--- config.mk ---
export PLATFORM = sky130hd
export DESIGN_NAME = gbd_interp
export DESIGN_NICKNAME = d
export VERILOG_FILES = /design/src/sv/gbd_pkg.sv /design/src/sv/gbd_interp.sv
export SDC_FILE = /design/constraint.sdc
export NUM_CORES = 1
export LEC_CHECK = 0
export ABC_AREA = 0
export BUFFER_PORTS_ARGS = -buffer_cell sky130_fd_sc_hd__clkbuf_2
export CAP_MARGIN = 20
export CORE_UTILIZATION = 53
export DETAILED_ROUTE_END_ITERATION = 7
export GPL_ROUTABILITY_DRIVEN = 0
export GPL_TIMING_DRIVEN = 0
export PLACE_DENSITY = 0.8
export SYNTH_ARGS = -nofsm -noshare
export SYNTH_HDL_FRONTEND = slang
export SYNTH_SLANG_ARGS = --single-unit
--- constraint.sdc ---
create_clock -name clk -period 6.75 [get_ports clk]
set_clock_uncertainty 0.05 [all_clocks]
set_input_delay 0.3375 -clock clk [delete_from_list [all_inputs] [get_ports clk]]
set_output_delay 0.3375 -clock clk [all_outputs]
set_load 0.02 [all_outputs]
--- src/sv/gbd_pkg.sv ---
// Shared types, codes and rounding helper for the gradient Bayer demosaic.
// No dependencies; imported by the top level, gbd_interp and the testbench.
package gbd_pkg;

  // Widths of the pixel position fields carried between modules
  localparam int ROW_W = 16;
  localparam int POS_COL_W = 15;

  // Configuration register indexes
  typedef enum logic [1:0] {
    REG_WIDTH   = 2'd0,
    REG_HEIGHT  = 2'd1,
    REG_PATTERN = 2'd2
  } cfg_reg_t;

  // Color filter layouts
  typedef enum logic [1:0] {
    PAT_RGGB = 2'd0,
    PAT_BGGR = 2'd1,
    PAT_GRBG = 2'd2,
    PAT_GBRG = 2'd3
  } pattern_t;

  // Control that travels with one output pixel
  typedef struct packed {
    logic                 valid;
    logic                 last;
    logic [ROW_W-1:0]     row;
    logic [POS_COL_W-1:0] col;
    logic [ROW_W-1:0]     height;
    logic [POS_COL_W-1:0] width;
    logic                 red_y;
    logic                 red_x;
  } pix_ctl_t;

  // Round a quarter-unit sum half to even and saturate to 8 bits
  function automatic logic [7:0] round_q(input logic [9:0] q);
    logic [8:0] i;
    begin
      i = {1'b0, q[9:2]};
      if (q[1:0] == 2'd3 || (q[1:0] == 2'd2 && i[0])) i = i + 9'd1;
      round_q = (i > 9'd255) ? 8'd255 : i[7:0];
    end
  endfunction

endpackage

--- src/sv/gbd_interp.sv ---
// 5x5 window, gradient and bilinear interpolation, and output register.
// Depends on gbd_pkg.
module gbd_interp (
  input  logic              clk,
  input  logic              rst,
  input  logic              advance,
  input  logic              push,
  input  logic [4:0][7:0]   column,
  input  gbd_pkg::pix_ctl_t ctl,
  output logic              out_valid,
  output logic [7:0]        red,
  output logic [7:0]        green,
  output logic [7:0]        blue,
  output logic              last
);
  import gbd_pkg::*;

  logic [7:0] win [5][5];
  logic [7:0] m   [5][5];
  pix_ctl_t   s2;
  logic [4:0] rok, cok;
  logic [16:0] oy, ox, hh, ww;
  logic        in1, in2, rsite, bsite, rrow;
  logic [9:0]  gh, gv, dg;
  logic [8:0]  hs, vs;

  logic        s3_valid, s3_last, s3_in1, s3_in2, s3_rsite, s3_bsite, s3_rrow;
  logic [7:0]  s3_c;
  logic [9:0]  s3_gh, s3_gv, s3_dg;
  logic [8:0]  s3_hs, s3_vs;
  logic [9:0]  rq, gq, bq;

  function automatic logic [7:0] ad(input logic [7:0] a, input logic [7:0] b);
    ad = (a > b) ? a - b : b - a;
  endfunction

  // Shift a new column into the window
  always_ff @(posedge clk) begin
    if (push) begin
      for (int r = 0; r < 5; r++) begin
        for (int c = 0; c < 4; c++) win[r][c] <= win[r][c+1];
        win[r][4] <= column[r];
      end
    end
  end

  // Window borders relative to the output pixel
  always_comb begin
    oy = {1'b0, s2.row};
    ox = {2'b0, s2.col};
    hh = {1'b0, s2.height};
    ww = {2'b0, s2.width};
    rok[0] = oy >= 17'd2;
    rok[1] = oy >= 17'd1;
    rok[2] = 1'b1;
    rok[3] = oy + 17'd1 < hh;
    rok[4] = oy + 17'd2 < hh;
    cok[0] = ox >= 17'd2;
    cok[1] = ox >= 17'd1;
    cok[2] = 1'b1;
    cok[3] = ox + 17'd1 < ww;
    cok[4] = ox + 17'd2 < ww;
    for (int r = 0; r < 5; r++)
      for (int c = 0; c < 5; c++)
        m[r][c] = (rok[r] && cok[c]) ? win[r][c] : 8'd0;
    in1   = rok[1] && rok[3] && cok[1] && cok[3];
    in2   = rok[0] && rok[4] && cok[0] && cok[4];
    rrow  = s2.row[0] == s2.red_y;
    rsite = rrow && (s2.col[0] == s2.red_x);
    bsite = !rrow && (s2.col[0] != s2.red_x);
  end

  // Gradients and neighbor sums
  always_comb begin
    gh = {2'b0, ad(m[2][0], m[2][2])} + {2'b0, ad(m[2][4], m[2][2])}
       + {2'b0, ad(m[2][1], m[2][3])};
    gv = {2'b0, ad(m[0][2], m[2][2])} + {2'b0, ad(m[4][2], m[2][2])}
       + {2'b0, ad(m[1][2], m[3][2])};
    hs = {1'b0, m[2][1]} + {1'b0, m[2][3]};
    vs = {1'b0, m[1][2]} + {1'b0, m[3][2]};
    dg = {2'b0, m[1][1]} + {2'b0, m[1][3]} + {2'b0, m[3][1]} + {2'b0, m[3][3]};
  end

  // Advance control and partial sums
  always_ff @(posedge clk) begin
    if (rst) begin
      s2.valid <= 1'b0;
      s3_valid <= 1'b0;
    end else if (advance) begin
      s2.valid <= ctl.valid;
      s3_valid <= s2.valid;
    end
    if (advance) begin
      s2.last   <= ctl.last;
      s2.row    <= ctl.row;
      s2.col    <= ctl.col;
      s2.height <= ctl.height;
      s2.width  <= ctl.width;
      s2.red_y  <= ctl.red_y;
      s2.red_x  <= ctl.red_x;
      s3_last  <= s2.last;
      s3_in1   <= in1;
      s3_in2   <= in2;
      s3_rsite <= rsite;
      s3_bsite <= bsite;
      s3_rrow  <= rrow;
      s3_c     <= m[2][2];
      s3_gh    <= gh;
      s3_gv    <= gv;
      s3_dg    <= dg;
      s3_hs    <= hs;
      s3_vs    <= vs;
    end
  end

  // Select quarter sums by site
  always_comb begin
    logic [9:0] gsel;
    gsel = (s3_gh < s3_gv) ? {s3_hs, 1'b0} :
           (s3_gv < s3_gh) ? {s3_vs, 1'b0} : {1'b0, s3_hs} + {1'b0, s3_vs};
    rq = 10'd0;
    gq = 10'd0;
    bq = 10'd0;
    if (s3_rsite) begin
      rq = {s3_c, 2'b0};
      if (s3_in2) gq = gsel;
      if (s3_in1) bq = s3_dg;
    end else if (s3_bsite) begin
      bq = {s3_c, 2'b0};
      if (s3_in2) gq = gsel;
      if (s3_in1) rq = s3_dg;
    end else begin
      gq = {s3_c, 2'b0};
      if (s3_in1) begin
        rq = s3_rrow ? {s3_hs, 1'b0} : {s3_vs, 1'b0};
        bq = s3_rrow ? {s3_vs, 1'b0} : {s3_hs, 1'b0};
      end
    end
  end

  // Output register
  always_ff @(posedge clk) begin
    if (rst) out_valid <= 1'b0;
    else if (advance) out_valid <= s3_valid;
    if (advance) begin
      red   <= round_q(rq);
      green <= round_q(gq);
      blue  <= round_q(bq);
      last  <= s3_last;
    end
  end
endmodule

==> results of run 1 <==
-- synth_stat cells, types with 3 or more instances --
cell type  instances
a2111oi_0          4
a211o_1            8
a211oi_1          14
a21boi_0           5
a21o_1            45
a21oi_1           88
a221o_1            4
a22oi_1            9
a31oi_1           10
a32oi_1            3
a41oi_1            3
and2_1            29
and3_1            17
and4_1             3
buf_2              6
clkbuf_1          41
dfxtp_1            3
edfxtp_1         304
fa_1              49
ha_1             224
inv_1            181
mux2_2            15
mux2i_1           54
nand2_1          183
nand2b_1          12
nand3_1           45
nand4_1           27
nand4_2            3
nor2_1            81
nor2_2             3
nor2b_1           13
nor3_1            16
nor3b_1            3
nor4_1             7
o2111ai_1          4
o211ai_1           5
o21a_1             8
o21ai_0           51
o21bai_1          29
o221ai_1           3
o31ai_1            7
or2_2              3
or3_1              8
xnor2_1           90
xor2_1            44
-- power by group --
part	total, W	internal (W)	leakage [nW]	switching, W
logic	0.00382	0.00178	7.30	0.00204
clock network	0.00211	0.00132	0.617	0.000798
registers	0.00268	0.00252	3.01	0.000162
total	0.00861	0.00561	10.9	0.00300
-- state kept, by name, indices dropped and copies added, names as in the netlist, 8 cells and up --
| signal | flops |
|---|---|
| hh | 16 |
| s3_c | 8 |
| win | 152 |
| red | 8 |
| s3_gv | 10 |
| s3_gh | 10 |
| green | 8 |
| s2 | 19 |
| s3_dg | 10 |
| s3_hs | 9 |
| oy | 16 |
| ox | 15 |
| blue | 8 |
| s3_vs | 9 |
-- final cells by class --
class / instances / area [um2] / area share (%)
sequential: 307 / 9189 / 36.57
tap: 504 / 630.6 / 2.510
clock buffer: 41 / 940.9 / 3.745
timing repair buffer: 322 / 2450 / 9.751
buffer: 35 / 220.2 / 0.8765
clock inverter: 22 / 339.1 / 1.350
multi-input combinational: 1256 / 10670 / 42.47
inverter: 181 / 685.7 / 2.729
-- worst max-delay path by stage --
stage | start | to | slack [ps] | cells after the start
after floorplan | oy[1] | s3_gv[8] | 6 | 33
after global placement | ox[3] | s3_gh[9] | -1210 | 34
after detailed placement | oy[2] | s3_gv[8] | -1410 | 33
after CTS | ox[1] | s3_gh[8] | 4 | 33
after global routing | oy[1] | s3_gv[8] | -380 | 35
final | oy[8] | s3_gv[8] | -70 | 33
-- logic make-up (layout without fill, tap and decap cells) --
group,count (synthesis),count (layout),synth area share (%)
and+or+nand+nor,464,464,11.08
AOI/OAI and AO/OA,316,316,10.46
DFF,307,307,45.75
adders and majority gates,273,273,18.84
buffers and inverters,233,601,4.504
xor gates and xnor gates,134,134,5.843
muxes,69,69,3.532
-- cells in the final DEF, fill, tap and decap left out, drive strengths merged, types with 49 or more instances in the layout --
cell type	n
fa	49
o21ai	52
nor2	84
buf	90
edfxtp	304
xnor2	90
a21oi	88
clkbuf	202
inv	183
ha	224
nand2	183
mux2i	54
dlygate4sd3	106
-- metrics by stage --
step / hold WS [ps] / power (W) / setup slack, ps
2_1_floorplan: 350.3 / 0.004884 / 5.632
3_3_place_gp: 351.0 / 0.005524 / -1207
3_5_place_dp: 354.5 / 0.005680 / -1406
4_1_cts: 12.86 / 0.008184 / 3.511
5_1_grt: 3.238 / 0.009077 / -382.6
6_report: -1.443 / 0.008610 / -69.87
-- metal layers --
layer | up-vias | track usage (%) | wire length [um]
li1 | 7049 | - | -
met1 | 7284 | 31.44 | 20190
met2 | 725 | 41.13 | 24230
met3 | 159 | 3.559 | 3459
met4 | 0 | 12.03 | 2225
met5 | - | 0 | 0
-- timing repair --
| action | CTS | global route |
|---|---|---|
| setup endpoints to repair | 23 | 14 |
| cloned | 0 | 1 |
| gates resized for setup | 75 | 100 |
| hold buffers | 106 | 0 |
| buffers inserted | 34 | 44 |
| pin swaps | 38 | 86 |
| hold endpoints to repair | 108 | 0 |
-- worst reg2reg max path, delay by kind of cell (launching register included) --
family                   cells  cell delay [ps]
flip-flops                   1              540
adder cells (fa/ha/maj)      4             1320
AO/OA/AOI/OAI               13             2120
XOR/XNOR                     3              550
buffers and inverters        4              560
AND/OR/NAND/NOR              9             1410
==> key figures, run 1 <==
Clocking
  • CTS buffer count: 36
  • Clock-pin transition on the worst setup and hold timing paths: 70 ps
  • Buffer depth of the longest clock path: 3
  • Clock Latency Late Sink: 560 ps
  • Clock Tree Root: clkbuf_16
  • Clk sinks: 307
  • TritonCTS clock tree: built
  • H-tree Lvls: 2

Timing
  • Final min period: 6820 ps
  • RSZ-0062 raised after global routing: true
  • Hold Slack: -1.443 ps
  • FMAX: 0.1466 GHz
  • Setup ws final: -69.87 ps
  • Period utilisation layout: 101.0%
  • Slew Viols, Final: 0
  • Worst slew margin: 41.69%
  • Final setup violation count: 1
  • Worst slew pin tran: 852.7 ps
  • Setup total negative slack: -69.87 ps
  • Final hold vios: 1

Synth
  • Syn_area_per_cell: 11.18 um2
  • Post-synth EDFFs: 304
  • Asr flop ratio synth: 0%
  • FF+latch count, synth: 307
  • Seq/Total Area, Yosys: 45.75%
  • Post-Syn Area: 20,090 um2
  • Largest cells by area after synthesis: edfxtp_1 (45%), ha_1 (14%), fa_1 (4.9%)
  • Synthesized Nets: 2,179
  • Ys Warns: 0
  • Largest area contributor in the netlist: edfxtp_1
  • Dominant synthesized flop cell: edfxtp_1
  • Mapped Cells: 1,796
  • Synth unique cells: 73
  • Yosys top cell area share: 45.45%

Cells and area
  • Fin cells: 2,668
  • Fillcell total: 2,573
  • Area delta synth->final: 25.08%
  • Core Util, Final: 67.98%
  • Final instance area: 25,120 um2
  • ANT cells: 0
  • Fraction of layout cells with a size suffix above 1: 19.96%
  • Nets: 2,522

Setup path
  • Reg-to-reg endpoint: s3_gv[8]
  • Crit end category: register
  • Crit start category: register
  • Worst path top cell family by delay: compound AO/OA/AOI/OAI gates
  • Reg2reg start: oy[8]
  • Critical path class: reg2reg
  • FF-to-FF setup slack: -70 ps
  • Slowest CP cell: edfxtp_1
  • Crit path largest cell delay: 540 ps
  • Crit path arrival time: 7060 ps
  • Crit path buf inv count: 4
  • Worst Reg-to-Reg Cells: 33
  • Crit-path max FO: 7
  • Critical Path RT: 6990 ps

Route
  • Final wirelength: 50,110 um
  • Avg WL per Cell: 18.78 um
  • Vias: 15,220
  • ANT nets after route: 0
  • DRT iter0 DRCs: 1,570
  • Drt pass-1 iters: 8
  • Vias/cell: 5.704
  • Drt drc: 3

Place
  • Placed cells: 2,437
  • PortBufs: 135
  • Post-DP Area: 21,480 um2
  • Dpl hpwl: 33,340 um

Pwr
  • Worst vdd ir: 0.0002242 V
  • LEAKAGE: 10.93 nW
  • Pwr/cell area: 342.7 nW/um2

Floorplanning
  • Initial Util: 54.35%
  • Cell Rows: 70
  • Die Area: 38,680 um2
  • Area of the core: 36,960 um2
  • Die H: 196.7 um
  • Die extent in x: 196.7 um
  • # IOs: 136

Global route
  • Global-route wire length before repair: 74,780 um
  • Number of global-route vias before repair: 14,860
  • GR Overflow Total: 0
  • Initial antenna violation count: 0
  • GRT Total Usage: 24.60%
  • Pin count of the biggest net entering global routing: 106

Flow run
  • Maximum capacitance violations: 0

Worst hold path
  • Hold Path End: s2[65]
  • Worst hold-check path type: in2reg
  • Hold_sp: ctl[65]
  • Hold Path Depth: 3

Run status
  • Failing checks: design-rule violations, negative hold slack, negative setup slack
  • Status: complete, but fails checks
(Power assumes the default switching activity.)
==> run 2: changes to the inputs <==
- GPL_ROUTABILITY_DRIVEN: 0 -> unset
- TNS_END_PERCENT: unset -> 1
==> run 2 against run 1 <==
Against the previous run: the flow finishes with violations (negative setup slack); design area is 0.50% lower; final cell count is 0.19% higher; non-clock buffer count is 2 higher; core utilization is 0.34 points lower; die area stayed put; via count is 3.2% lower; global-route usage hardly changed; wire length is 1.3% lower; sequential share of layout area is 0.18 points higher; flip-flop and latch count stayed put; largest cell class unchanged.
==> key figures, run 2 (synthesis results as in run 1) <==
Setup path
  • Slowest CP cell: fa_1
  • Crit path largest cell delay: 460 ps
  • CP dominant cell by count: a21oi_2
  • Worst Reg-to-Reg Cells: 35
  • Crit-path max FO: 5
  • Worst path top cell family by delay: compound AO/OA/AOI/OAI gates
  • Crit start category: register
  • Reg2reg start: ox[2]
  • Critical path class: reg2reg
  • Crit end category: register
  • Crit path launch: ox[2]
  • Reg-to-reg endpoint: s3_gh[9]
  • FF-to-FF setup slack: -50 ps
  • Crit path arrival time: 7050 ps
  • Crit path buf inv count: 4
  • Critical Path RT: 7010 ps

Timing
  • Worst slew margin: 52.25%
  • Slew Viols, Final: 0
  • Period utilisation layout: 100.7%
  • Worst slew pin tran: 716.2 ps
  • Final setup violation count: 3
  • Setup ws final: -45.27 ps
  • Final hold vios: 0
  • Hold Slack: 318.8 ps
  • RSZ-0062 raised after global routing: true
  • FMAX: 0.1472 GHz
  • Final min period: 6795 ps

Route
  • Vias/cell: 5.508
  • Drt drc: 0
  • ANT nets after route: 0
  • Vias: 14,720
  • DRT iter0 DRCs: 1,028
  • Final wirelength: 49,470 um
  • Avg WL per Cell: 18.51 um
  • Drt pass-1 iters: 5

Clocking
  • Clock Tree Root: clkbuf_16
  • H-tree Lvls: 2
  • Clock-pin transition on the worst setup and hold timing paths: 60 ps
  • Clock Latency Late Sink: 550 ps
  • Clk sinks: 307
  • TritonCTS clock tree: built
  • CTS buffer count: 36
  • Buffer depth of the longest clock path: 3

Floorplanning
  • Die Area: 38,680 um2
  • # IOs: 136
  • Initial Util: 54.35%
  • Area of the core: 36,960 um2
  • Cell Rows: 70
  • Die H: 196.7 um
  • Die extent in x: 196.7 um

Cells and area
  • Most frequent cells in the layout: edfxtp_1 (304), ha_1 (197), nand2_1 (179)
  • Final instance area: 25,000 um2
  • Fillcell total: 2,643
  • Max FFs per register: 152
  • Commonest non-fill, non-tap cell in the layout: edfxtp_1
  • Core Util, Final: 67.63%
  • Nets: 2,524
  • Fraction of layout cells with a size suffix above 1: 19.56%
  • Area delta synth->final: 24.45%
  • Top Registers: win: 152 flops, s2: 19 flops
  • Largest Register: win

Run status
  • Status: complete, but fails checks
  • Failing checks: negative setup slack

Global route
  • Initial antenna violation count: 2
  • Global-route wire length before repair: 74,490 um
  • Pin count of the biggest net entering global routing: 93
  • GRT Total Usage: 24.59%
  • Number of global-route vias before repair: 14,640
  • GR Overflow Total: 0

Place
  • Post-DP Area: 21,480 um2
  • Dpl hpwl: 33,290 um
  • RePlAce Congestion: 0.9346
  • PortBufs: 135

Pwr
  • Worst vdd ir: 0.0002604 V
  • Internal Pwr Total: 0.005394 W
  • Switch Pwr: 0.002948 W
  • Clock share of power: 23.8%
  • Combinational share of power: 44.1%
  • Switch share: 35.34%
  • Total power: 0.008343 W
  • Reg power frac: 32.0%
  • LEAKAGE: 10.88 nW
  • Pwr/cell area: 333.7 nW/um2

Worst hold path
  • Hold Path End: win[3][14]
  • Hold_sp: push
  • Worst hold-check path type: in2reg
  • Hold Path Depth: 1

Flow run
  • Maximum capacitance violations: 0
run 2: cell type report:
cell class / instances / area (um2) / area share (%)
multi-input combinational: 1256 / 10630 / 42.50
antenna: 1 / 2.502 / 0.01001
tap: 504 / 630.6 / 2.523
timing repair buffer: 322 / 2434 / 9.735
clock inverter: 22 / 237.7 / 0.9510
buffer: 37 / 229.0 / 0.9160
sequential: 307 / 9189 / 36.76
inverter: 181 / 681.9 / 2.728
clock buffer: 43 / 968.4 / 3.874
run 2: worst register-to-register path, delay by kind of cell (launching register included):
family                   cells  cell delay, ps
AO/OA/AOI/OAI               14            2440
adder cells (fa/ha/maj)      7            1980
AND/OR/NAND/NOR              8             760
flip-flops                   1             430
buffers and inverters        4             430
multiplexers                 1             330
XOR/XNOR                     1             140
run 2: timing repair:
action | in CTS | in global routing
cloned | 0 | 1
setup buffers | 34 | 43
endpoints found under the hold margin | 108 | 0
hold buffers | 107 | 0
setup endpoints to repair | 23 | 18
pin swaps | 22 | 68
resized for setup | 66 | 99
run 2: how the worst max path moves through the flow:
stage / end / slack, ps / cells past startpoint
after detailed placement: s3_gv[8] / -1520 / 37
final: s3_gh[9] / -50 / 35
after global routing: s3_gv[7] / -350 / 35
after floorplan: s3_gv[8] / -40 / 33
after global placement: s3_gv[8] / -1460 / 37
after CTS: s3_gv[7] / -5 / 36
run 2: power groups by stage:
stage / Clock (W) / Sequential [W] / Combinational [W]
after global routing: 0.00209 / 0.00269 / 0.00404
after floorplan: 0 / 0.00267 / 0.00221
final: 0.00199 / 0.00267 / 0.00368
after detailed placement: 0 / 0.00270 / 0.00298
after CTS: 0.00203 / 0.00267 / 0.00333
after global placement: 0 / 0.00271 / 0.00285
run 2: per-stage QoR:
stage	setup WS [ps]	TNS (ps)	cells
floorplan	-41.71	-68.78	1796
global placement	-1455	-16120	2435
detailed placement	-1525	-18490	2437
CTS	-4.716	-4.716	2635
global route	-351.1	-2160	2673
finish	-45.27	-59.93	2673
run 2: metal layers:
metal / vias up / part of all wire (%) / GRT usage, %
met5: - / 0 / 0
met4: 0 / 2.9 / 8.786
li1: 7062 / - / -
met2: 489 / 49 / 41.92
met3: 87 / 5.4 / 3.491
met1: 7085 / 43 / 32.05
==> run 3: changes to the inputs <==
- ABC_AREA: 0 -> 1
- CAP_MARGIN: 20 -> unset
- RECOVER_POWER: unset -> 50
==> run 3 against run 2 <==
Against the previous run: the flow finishes with violations (max-capacitance violations, max-slew violations); clock power grew 4%; critical path depth grew 4; flip-flop and latch count is the same; sequential power is essentially flat; register-to-register slack gained 220 ps; worst hold slack gained 48 ps; final cell count grew 12%; area after synthesis grew 4.4%; fmax grew 3.3%; global-route usage grew 0.32 points; core utilization shrank 2.5 points; largest cell class unchanged.
==> key figures, run 3 <==
Run status
  • Status: complete, but fails checks
  • Failing checks: max-capacitance violations, max-slew violations

Floorplanning
  • Die Area: 40,350 um2
  • Area of the core: 38,830 um2
  • Die H: 200.9 um
  • # IOs: 136
  • Cell Rows: 72
  • Die extent in x: 200.9 um
  • Initial Util: 53.99%

Global route
  • Number of global-route vias before repair: 16,130
  • Initial antenna violation count: 0
  • Global-route wire length before repair: 79,520 um
  • GR Overflow Total: 0
  • Pin count of the biggest net entering global routing: 120
  • GRT Total Usage: 24.91%

Cells and area
  • Fillcell total: 2,936
  • Nets: 2,843
  • ANT cells: 0
  • Most frequent cells in the layout: nand2_1 (354), inv_1 (347), edfxtp_1 (304)
  • Fraction of layout cells with a size suffix above 1: 16.48%
  • Largest Register: win
  • Area delta synth->final: 20.70%
  • Core Util, Final: 65.16%
  • Max FFs per register: 152
  • Final instance area: 25,300 um2
  • Top Registers: win: 152 flops, s2: 19 flops
  • Commonest non-fill, non-tap cell in the layout: nand2_1

Synth
  • Most common cell in the netlist: nand2_1
  • Asr flop ratio synth: 0%
  • FF+latch count, synth: 307
  • Post-synth EDFFs: 304
  • Yosys top cell area share: 43.55%
  • Syn_area_per_cell: 9.773 um2
  • Mapped Cells: 2,145
  • Ys Warns: 0
  • Synth unique cells: 65
  • Seq/Total Area, Yosys: 43.83%
  • Largest area contributor in the netlist: edfxtp_1
  • Post-Syn Area: 20,960 um2
  • Synthesized Nets: 2,528
  • Dominant synthesized flop cell: edfxtp_1
  • Synth cell count leaders: nand2_1 (361), inv_1 (350), edfxtp_1 (304)
  • Largest cells by area after synthesis: edfxtp_1 (44%), ha_1 (13%), nand2_1 (6.5%)

Timing
  • Period utilisation layout: 97.43%
  • Final setup violation count: 0
  • FMAX: 0.1520 GHz
  • Worst slew pin tran: 2697 ps
  • Final min period: 6577 ps
  • RSZ-0062 raised after global routing: true
  • Final hold vios: 0
  • Slew Viols, Final: 193
  • Worst slew margin: -79.77%

Route
  • Avg WL per Cell: 17.02 um
  • DRT iter0 DRCs: 1,155
  • Vias: 16,040
  • Vias/cell: 5.347
  • Drt pass-1 iters: 7
  • Drt drc: 0
  • ANT nets after route: 0
  • Final wirelength: 51,050 um

Pwr
  • Pwr/cell area: 330.4 nW/um2
  • Switch Pwr: 0.003091 W
  • Internal Pwr Total: 0.005269 W
  • LEAKAGE: 11.61 nW
  • Clock share of power: 24.6%
  • Worst vdd ir: 0.0002185 V
  • Switch share: 36.97%
  • Combinational share of power: 43.4%
  • Reg power frac: 32.0%

Setup path
  • Slowest CP cell: fa_1
  • Critical Path RT: 7000 ps
  • Critical path class: reg2reg
  • Crit path largest cell delay: 490 ps
  • Crit end category: register
  • Crit-path max FO: 7
  • Crit start category: register
  • Crit path arrival time: 6830 ps

Clocking
  • H-tree Lvls: 2
  • Buffer depth of the longest clock path: 3
  • Clk sinks: 307
  • TritonCTS clock tree: built
  • Clock Latency Late Sink: 560 ps
  • Clock-pin transition on the worst setup and hold timing paths: 70 ps
  • Clock Tree Root: clkbuf_16
  • CTS buffer count: 36

Worst hold path
  • Worst hold-check path type: reg2reg

Place
  • Post-DP Area: 22,360 um2
  • PortBufs: 135
  • RePlAce Congestion: 0.9167
  • Dpl hpwl: 36,110 um

Flow run
  • Maximum capacitance violations: 3
-- run 3: cell types whose count changed in the layout (fill, tap and decap cells not counted), moves of 40 or more --
cell	previous run	this run
nand2_1	179	354
inv_1	176	347
a21oi_1	75	143
xnor2_1	84	26
xor2_1	42	99
nand3_1	40	88
mux2i_1	50	7
a21o_1	45	5
-- run 3: area by class of cell --
cell class                 instances  area, um2  share of cell area [%]
multi-input combinational       1436      10540                   41.65
sequential                       307       9189                   36.32
timing repair buffer             279       2058                   8.135
inverter                         368       1399                   5.529
clock buffer                      37      914.6                   3.615
tap                              518      648.1                   2.562
clock inverter                    23      320.3                   1.266
buffer                            32      234.0                  0.9247
-- run 3: power groups by stage --
| stage | clock [W] | combinational [W] | sequential (W) |
|---|---|---|---|
| finish | 0.00206 | 0.00363 | 0.00268 |
| detailed placement | 0 | 0.00316 | 0.00271 |
| global route | 0.00216 | 0.00403 | 0.00270 |
| CTS | 0.00208 | 0.00336 | 0.00267 |
| floorplan | 0 | 0.00232 | 0.00268 |
| global placement | 0 | 0.00300 | 0.00271 |
-- run 3: critical path: cells and delay by family (launching register included) --
| kind | cells | cell delay, ps |
|---|---|---|
| compound gates | 12 | 1740 |
| fa+ha+maj | 6 | 1770 |
| flops | 1 | 440 |
| xor+xnor | 3 | 530 |
| buf+inv | 6 | 420 |
| simple gates | 12 | 1370 |
-- run 3: worst paths after layout --
| kind | startpoint | endpoint | slack (ps) | cells past startpoint |
|---|---|---|---|---|
| min reg2reg | win[0][0] | win[0][8] | 370 | 0 |
| max | oy[2] | s3_gv[8] | 170 | 39 |
| max reg2reg | oy[2] | s3_gv[8] | 170 | 39 |
| min | win[0][0] | win[0][8] | 370 | 0 |
-- run 3: repair_timing --
item,4_1_cts,5_1_grt
pin swaps,12,49
endpoints found under the setup margin,9,12
setup buffers,17,17
cloned,0,1
endpoints found under the hold margin,108,0
hold buffers,107,0
resized for setup,27,77
-- run 3: stage by stage --
stage / instances / setup slack, ps / hold slack, ps / TNS (ps) / total power [W]
global placement: 2798 / -391.8 / 350.4 / -1255 / 0.005703
global route: 3000 / -219.8 / 372.6 / -706.9 / 0.008882
detailed placement: 2800 / -546.0 / 354.5 / -2443 / 0.005864
CTS: 2983 / -1.786 / 182.2 / -1.786 / 0.008112
floorplan: 2145 / 487.2 / 350.3 / 0 / 0.005001
finish: 3000 / 173.2 / 367.1 / 0 / 0.008360
-- run 3: routing by layer --
layer  track usage (%)  up-vias  part of all wire, %
met4             10.39        0                  3.8
met3             3.231      115                  5.1
met1             31.25     7585                   42
li1                  -     7829                    -
met5                 0        -                    0
met2             43.29      513                   49
-- run 3: cell families (layout without fill, tap and decap cells) --
logic type,after synthesis,in the layout,synth area share (%)
simple gates,694,694,15.08
buf+inv,402,739,7.670
compound gates,319,319,8.899
flops,307,307,43.83
fa+ha+maj,273,273,18.05
xor+xnor,129,129,5.390
mux,21,21,1.080
